<file path="config.mk">
export PLATFORM = sky130hd
export DESIGN_NAME = vau_sqrt
export DESIGN_NICKNAME = d
export VERILOG_FILES = /design/src/vau_pkg.sv /design/src/vau_sqrt.sv
export SDC_FILE = /design/constraint.sdc
export NUM_CORES = 2
export LEC_CHECK = 0
export BUFFER_PORTS_ARGS = -buffer_cell sky130_fd_sc_hd__buf_2
export CORE_MARGIN = 5
export CORE_UTILIZATION = 29
export CTS_CLUSTER_SIZE = 16
export DETAILED_ROUTE_END_ITERATION = 12
export PLACE_DENSITY_LB_ADDON = 0.12
export SLEW_MARGIN = 20
export SYNTH_ARGS = -nofsm -noshare
export SYNTH_HDL_FRONTEND = slang
export SYNTH_MEMORY_MAX_BITS = 65536
export SYNTH_SLANG_ARGS = --single-unit
</file>
<file path="constraint.sdc">
create_clock -name clk -period 4.05 [get_ports clk]
set_clock_uncertainty 0.05 [all_clocks]
set_input_delay 0.405 -clock clk [delete_from_list [all_inputs] [get_ports clk]]
set_output_delay 0.405 -clock clk [all_outputs]
set_load 0.01 [all_outputs]
</file>
<file path="src/vau_pkg.sv">
`timescale 1ns / 1ps
package vau_pkg;

  localparam int DW  = 32;
  localparam int SQW = 66;

  localparam logic [DW-1:0] S32_MAX = 32'h7FFF_FFFF;
  localparam logic [DW-1:0] S32_MIN = 32'h8000_0000;

  typedef enum logic [3:0] {
    K_ADD   = 4'd0,
    K_SUB   = 4'd1,
    K_MUL   = 4'd2,
    K_DIV   = 4'd3,
    K_SCALE = 4'd4,
    K_DIVS  = 4'd5,
    K_NEG   = 4'd6,
    K_LEN   = 4'd7,
    K_NORM  = 4'd8,
    K_DIST  = 4'd9
  } kind_t;

  typedef struct packed {
    kind_t                       kind;
    logic [2:0][DW-1:0]          a;
    logic [2:0][DW-1:0]          b;
    logic [DW-1:0]               s;
  } req_t;

  // carried alongside the square root
  typedef struct packed {
    kind_t                       kind;
    logic [2:0][DW-1:0]          a;
    logic [2:0][DW:0]            den;
    logic [2:0][DW-1:0]          res;
    logic                        sat;
    logic                        over;
  } side1_t;

  // carried alongside the dividers
  typedef struct packed {
    kind_t                       kind;
    logic [2:0][DW-1:0]          res;
    logic                        sat;
    logic                        over;
    logic [DW-1:0]               root;
  } side2_t;

endpackage

</file>
<file path="src/vau_sqrt.sv">
`timescale 1ns / 1ps
module vau_sqrt (
  input  logic        clk,
  input  logic        adv,
  input  logic [63:0] rad,
  output logic [31:0] root
);
  import vau_pkg::*;

  localparam int NS = 32;

  logic [35:0] rem_r  [NS];
  logic [35:0] rem_nxt[NS];
  logic [31:0] rt_r   [NS];
  logic [31:0] rt_nxt [NS];
  logic [63:0] n_r    [NS];
  logic [63:0] n_nxt  [NS];

  // one root bit per stage, restoring
  always_comb begin
    logic [35:0] rem_i, r2, trial;
    logic [31:0] rt_i;
    logic [63:0] n_i;
    logic        ge;
    for (int k = 0; k < NS; k++) begin
      if (k == 0) begin
        rem_i = '0;
        rt_i  = '0;
        n_i   = rad;
      end else begin
        rem_i = rem_r[k-1];
        rt_i  = rt_r[k-1];
        n_i   = n_r[k-1];
      end
      r2         = {rem_i[33:0], n_i[63:62]};
      trial      = {2'b00, rt_i, 2'b01};
      ge         = r2 >= trial;
      rem_nxt[k] = ge ? r2 - trial : r2;
      rt_nxt[k]  = {rt_i[30:0], ge};
      n_nxt[k]   = {n_i[61:0], 2'b00};
    end
  end

  always_ff @(posedge clk) begin
    if (adv) begin
      for (int k = 0; k < NS; k++) begin
        rem_r[k] <= rem_nxt[k];
        rt_r[k]  <= rt_nxt[k];
        n_r[k]   <= n_nxt[k];
      end
    end
  end

  assign root = rt_r[NS-1];

endmodule

</file>
==> report_table.html <==
<table>
<tr><th>Metric</th><th>Value</th></tr>
<tr><th colspan="2">Critical path</th></tr>
<tr><td>Arrival @ worst endpoint</td><td>4.35 ns</td></tr>
<tr><td>Crit-path leading delay family</td><td>compound AO/OA/AOI/OAI gates</td></tr>
<tr><td>Buf/Inv on CP</td><td>1</td></tr>
<tr><td>Required time at the endpoint of the critical path</td><td>4.60 ns</td></tr>
<tr><td>Element type at the critical path end</td><td>register</td></tr>
<tr><td>Cells traversed along the worst timing path</td><td>ha_1, nor2b_1, o21ai_0, a21oi_1, o21a_1, o21ai_0, o21ai_0, a31oi_4, buf_4, or2_2, o221a_2</td></tr>
<tr><td>Slowest cell delay on critical path</td><td>0.61 ns</td></tr>
<tr><td>Most frequent CP cell</td><td>o21ai_0</td></tr>
<tr><td>RR Endpoint</td><td>rem_r[1][422]</td></tr>
<tr><td>Critical path endpoint</td><td>rem_r[1][422]</td></tr>
<tr><td>Levels on crit path</td><td>11</td></tr>
<tr><td>Worst reg-to-reg path cell count</td><td>11</td></tr>
<tr><td>Setup CP Type</td><td>register to register</td></tr>
<tr><td>Slowest library cell on the worst path</td><td>o21ai_0</td></tr>
<tr><td>Crit path launch type</td><td>register</td></tr>
<tr><td>Maximum fanout count along the critical path</td><td>12</td></tr>
<tr><td>Reg2Reg Setup Slack</td><td>0.25 ns</td></tr>
<tr><td>Timing startpoint of the critical path</td><td>rem_r[1][360]</td></tr>
<tr><td>R2r startpoint</td><td>rem_r[1][360]</td></tr>
<tr><th colspan="2">Clock tree</th></tr>
<tr><td>Post-CTS Repair Setup Buffers</td><td>0</td></tr>
<tr><td>Latest clock arrival within the worst-skew pair</td><td>0.89 ns</td></tr>
<tr><td>Clock buffer depth</td><td>4</td></tr>
<tr><td>Clock buffers created by TritonCTS</td><td>307</td></tr>
<tr><td>Depth of the CTS H-tree</td><td>5</td></tr>
<tr><td>Root Buffer</td><td>clkbuf_16</td></tr>
<tr><td>Register clock-pin slew on the reported worst setup and hold paths</td><td>0.06 ns</td></tr>
<tr><td>TritonCTS clock tree</td><td>yes</td></tr>
<tr><td>Sink Count</td><td>2523</td></tr>
<tr><th colspan="2">Routing</th></tr>
<tr><td>Via density per instance</td><td>4.664</td></tr>
<tr><td>Initial drt markers</td><td>4549</td></tr>
<tr><td>Remaining antenna violation count after routing</td><td>0</td></tr>
<tr><td>Average wire per standard cell</td><td>17.82 um</td></tr>
<tr><td>DRC violations left</td><td>0</td></tr>
<tr><td>Total Routed Length</td><td>273600 um</td></tr>
<tr><td>Total via count after detailed routing</td><td>71600</td></tr>
<tr><td>Detailed-routing iteration count for the pre-antenna-repair pass</td><td>8</td></tr>
<tr><th colspan="2">Synthesis</th></tr>
<tr><td>Largest area contributor in the synthesized netlist</td><td>edfxtp_1</td></tr>
<tr><td>Number of distinct library cells after synthesis</td><td>107</td></tr>
<tr><td>Largest family of logic cells by synthesized area</td><td>simple AND/OR/NAND/NOR gates</td></tr>
<tr><td>Number of enable-type register cells in the synthesized netlist</td><td>2523</td></tr>
<tr><td>Compound-gate portion of the synthesized area</td><td>0.09976</td></tr>
<tr><td>Dominant synthesized flop cell</td><td>edfxtp_1</td></tr>
<tr><td>Post-Synth XOR/XNOR Area</td><td>0.06176</td></tr>
<tr><td>Sequential element share of the synthesized area</td><td>0.6407</td></tr>
<tr><td>Basic-gate share of the synthesized area counting and, or, nand and nor cells</td><td>0.1043</td></tr>
<tr><td>Largest cells by area after synthesis</td><td>edfxtp_1 64%, ha_1 5.9%, xnor2_1 3.1%</td></tr>
<tr><td>Total nets after synthesis</td><td>9847</td></tr>
<tr><td>Number of instances in the synthesized netlist</td><td>9219</td></tr>
<tr><td>Proportion of netlist area held by the largest area contributor</td><td>0.6407</td></tr>
<tr><td>Post-synthesis cell area</td><td>118200 um^2</td></tr>
<tr><td>Synthesized flop and latch total</td><td>2523</td></tr>
<tr><td>Yosys warns</td><td>0</td></tr>
<tr><td>Async SR Flop Fraction</td><td>0</td></tr>
<tr><td>Adder and majority cell fraction of the synthesized area</td><td>0.05947</td></tr>
<tr><td>Post-synthesis area per instance</td><td>12.83 um^2</td></tr>
<tr><td>Multiplexer share of the synthesized area</td><td>0.004867</td></tr>
<tr><th colspan="2">Pwr</th></tr>
<tr><td>Clk pwr share</td><td>0.347</td></tr>
<tr><td>Pleak</td><td>51.23 nW</td></tr>
<tr><td>Net switching component of the power</td><td>22.25 mW</td></tr>
<tr><td>Switching Share</td><td>0.2866</td></tr>
<tr><td>Portion of total power attributed to combinational logic</td><td>0.199</td></tr>
<tr><td>Ratio of total power to cell area</td><td>566.1 nW/um^2</td></tr>
<tr><td>Proportion of power drawn by flip-flops and latches</td><td>0.454</td></tr>
<tr><td>Peak supply drop</td><td>0.2969 mV</td></tr>
<tr><td>Cell-internal power</td><td>55.38 mW</td></tr>
<tr><th colspan="2">Die</th></tr>
<tr><td>Number of I/O pins</td><td>98</td></tr>
<tr><td>Overall die area</td><td>420600 um^2</td></tr>
<tr><td>Core Box Area</td><td>406400 um^2</td></tr>
<tr><td>Initial core utilization</td><td>0.2910</td></tr>
<tr><td>Die Span Y</td><td>648.6 um</td></tr>
<tr><td>Width of the chip</td><td>648.6 um</td></tr>
<tr><td>Rows</td><td>234</td></tr>
<tr><th colspan="2">Timing</th></tr>
<tr><td>Number of failing setup endpoints in the final timing report</td><td>0</td></tr>
<tr><td>Fin. max-slew vios</td><td>0</td></tr>
<tr><td>Crit share post-route</td><td>0.9372</td></tr>
<tr><td>Setup repair after global routing missed its margin</td><td>no</td></tr>
<tr><td>Sum Neg Setup Slack</td><td>0 ns</td></tr>
<tr><td>Number of hold-slack violations in the final timing report</td><td>0</td></tr>
<tr><td>Transition at the pin with the smallest max-transition slack</td><td>1.065 ns</td></tr>
<tr><td>Maximum achievable frequency</td><td>263.5 MHz</td></tr>
<tr><td>Tightest hold margin</td><td>0.1758 ns</td></tr>
<tr><td>Slew Limit Headroom</td><td>0.2787</td></tr>
<tr><td>Minimum clock period after layout</td><td>3.796 ns</td></tr>
<tr><th colspan="2">Layout</th></tr>
<tr><td>Most frequent standard cell in the layout excluding fill and tap cells</td><td>edfxtp_1</td></tr>
<tr><td>Area added between synthesis and finish</td><td>15.97%</td></tr>
<tr><td>Number of filler instances in the final layout</td><td>40170</td></tr>
<tr><td>Final nets</td><td>10320</td></tr>
<tr><td>Highest-count cells in the layout ignoring fill and taps</td><td>2523 x edfxtp_1, 705 x inv_1, 682 x nand2_1, 562 x ha_1, 537 x nor2_1</td></tr>
<tr><td>Layout cells sized above 1</td><td>0.08750</td></tr>
<tr><td>Number of standard cells in the final layout excluding fillers</td><td>15350</td></tr>
<tr><th colspan="2">Status</th></tr>
<tr><td>Result of the run</td><td>finished clean</td></tr>
<tr><th colspan="2">Global route</th></tr>
<tr><td>Number of antenna violations at the first check in global routing</td><td>3</td></tr>
<tr><td>Global router's overall resource usage</td><td>0.1269</td></tr>
<tr><td>Global-route wire length before repair</td><td>425400 um</td></tr>
<tr><td>Gr ovfl total</td><td>0</td></tr>
<tr><td>Number of global-route vias before repair</td><td>72460</td></tr>
<tr><td>Largest net degree at the start of global routing</td><td>125</td></tr>
<tr><th colspan="2">Flow run</th></tr>
<tr><td>Number of max-capacitance violations reported</td><td>0</td></tr>
<tr><th colspan="2">Worst hold path</th></tr>
<tr><td>Path category of the worst min-delay check</td><td>primary input to register</td></tr>
<tr><th colspan="2">Placement</th></tr>
<tr><td>Estimated wirelength of the detail-placed design</td><td>198900 um</td></tr>
<tr><td>Cell Count Post-Placement</td><td>14740</td></tr>
<tr><td>Placer Congestion</td><td>0.8522</td></tr>
<tr><td>IO buf count</td><td>97</td></tr>
</table>
-- what timing repair did --
item / in CTS / in global routing
hold endpoints to repair: 109 / 0
setup endpoints to repair: 1 / 3
gates resized for setup: 1 / 2
hold buffers: 66 / 0
pin swaps: 0 / 1
gates cloned: 0 / 1
-- state kept, by name, summed over array words and instances (netlist names) --
signal  count
rt_r      528
rem_r    1003
n_r       992
-- metrics by stage --
step | setup WS (ns) | total power [mW] | util | cell area (um^2)
after CTS | 0.1629 | 79.15 | 0.3374 | 137100
after detailed placement | -0.09227 | 51.31 | 0.3116 | 126600
final | 0.2545 | 77.63 | 0.3375 | 137100
after global placement | -0.1350 | 51.28 | 0.3116 | 126600
after global routing | 0.04752 | 82.11 | 0.3374 | 137100
after floorplan | 0.7212 | 45.61 | - | 118200
-- routing by layer --
metal	track usage	part of all wire	up-vias
met5	0	0.000037	-
met4	0.04147	0.032	2
met3	0.01575	0.033	472
met2	0.2238	0.50	1124
met1	0.1610	0.44	34790
li1	-	-	35210
-- power by group through the flow --
stage               logic (mW)  clock network, mW  registers (mW)
global placement          15.4                  0            35.9
finish                    15.4               26.9            35.3
global route              17.3               29.2            35.6
CTS                       15.6               28.2            35.4
floorplan                 11.0                  0            34.6
detailed placement        15.4                  0            35.9
-- kinds of logic after synthesis --
| group | after synthesis |
|---|---|
| other cells | 1 |
| flops | 2523 |
| xor+xnor | 833 |
| mux | 51 |
| buf+inv | 899 |
| simple gates | 2463 |
| compound gates | 1887 |
| fa+ha+maj | 562 |
-- cell usage after synthesis (13+ instances only) --
library cell / n
a2111oi_0: 14
a211o_1: 13
a211oi_1: 59
a21boi_0: 31
a21o_1: 225
a21oi_1: 536
a31oi_1: 64
and2_1: 35
and3_1: 52
and4_1: 16
clkbuf_1: 162
edfxtp_1: 2523
ha_1: 562
inv_1: 705
mux2_2: 40
nand2_1: 682
nand2b_1: 136
nand3_1: 168
nand3b_1: 33
nand4_1: 103
nand4b_1: 15
nor2_1: 537
nor2b_1: 75
nor3_1: 217
nor3b_1: 16
nor4_1: 124
nor4b_1: 16
o2111ai_1: 19
o211ai_1: 46
o21a_1: 103
o21ai_0: 498
o21bai_1: 51
o31ai_1: 72
or2_2: 43
or3_1: 90
or4_1: 58
xnor2_1: 423
xor2_1: 409
-- worst register-to-register path, cell delays in order, from the launching register on --
cell	delay, ns
edfxtp_1	0.44
ha_1	0.41
nor2b_1	0.15
o21ai_0	0.12
a21oi_1	0.25
o21a_1	0.28
o21ai_0	0.20
o21ai_0	0.61
a31oi_4	0.30
buf_4	0.25
or2_2	0.28
o221a_2	0.23
-- area by class of cell --
type,instances,area [um^2],area share
Clock inverter,177,1842,0.01343
Timing Repair Buffer,350,2953,0.02153
Multi-Input combinational cell,5798,39150,0.2854
Sequential cell,2523,75760,0.5525
Inverter,709,2674,0.01950
Antenna cell,5,12.51,0.00009124
Clock buffer,363,7956,0.05802
Tap cell,5428,6792,0.04952
-- worst min-delay path by stage --
stage	start	to	depth (start not counted)
2_1_floorplan	n_r[0][36]	n_r[0][100]	0
3_3_place_gp	n_r[1][419]	n_r[1][483]	0
3_5_place_dp	n_r[0][97]	n_r[0][161]	0
4_1_cts	rad[59]	n_r[0][59]	2
5_1_grt	rad[58]	n_r[0][58]	2
6_report	rad[59]	n_r[0][59]	2
Power figures use the tool's default switching activity.
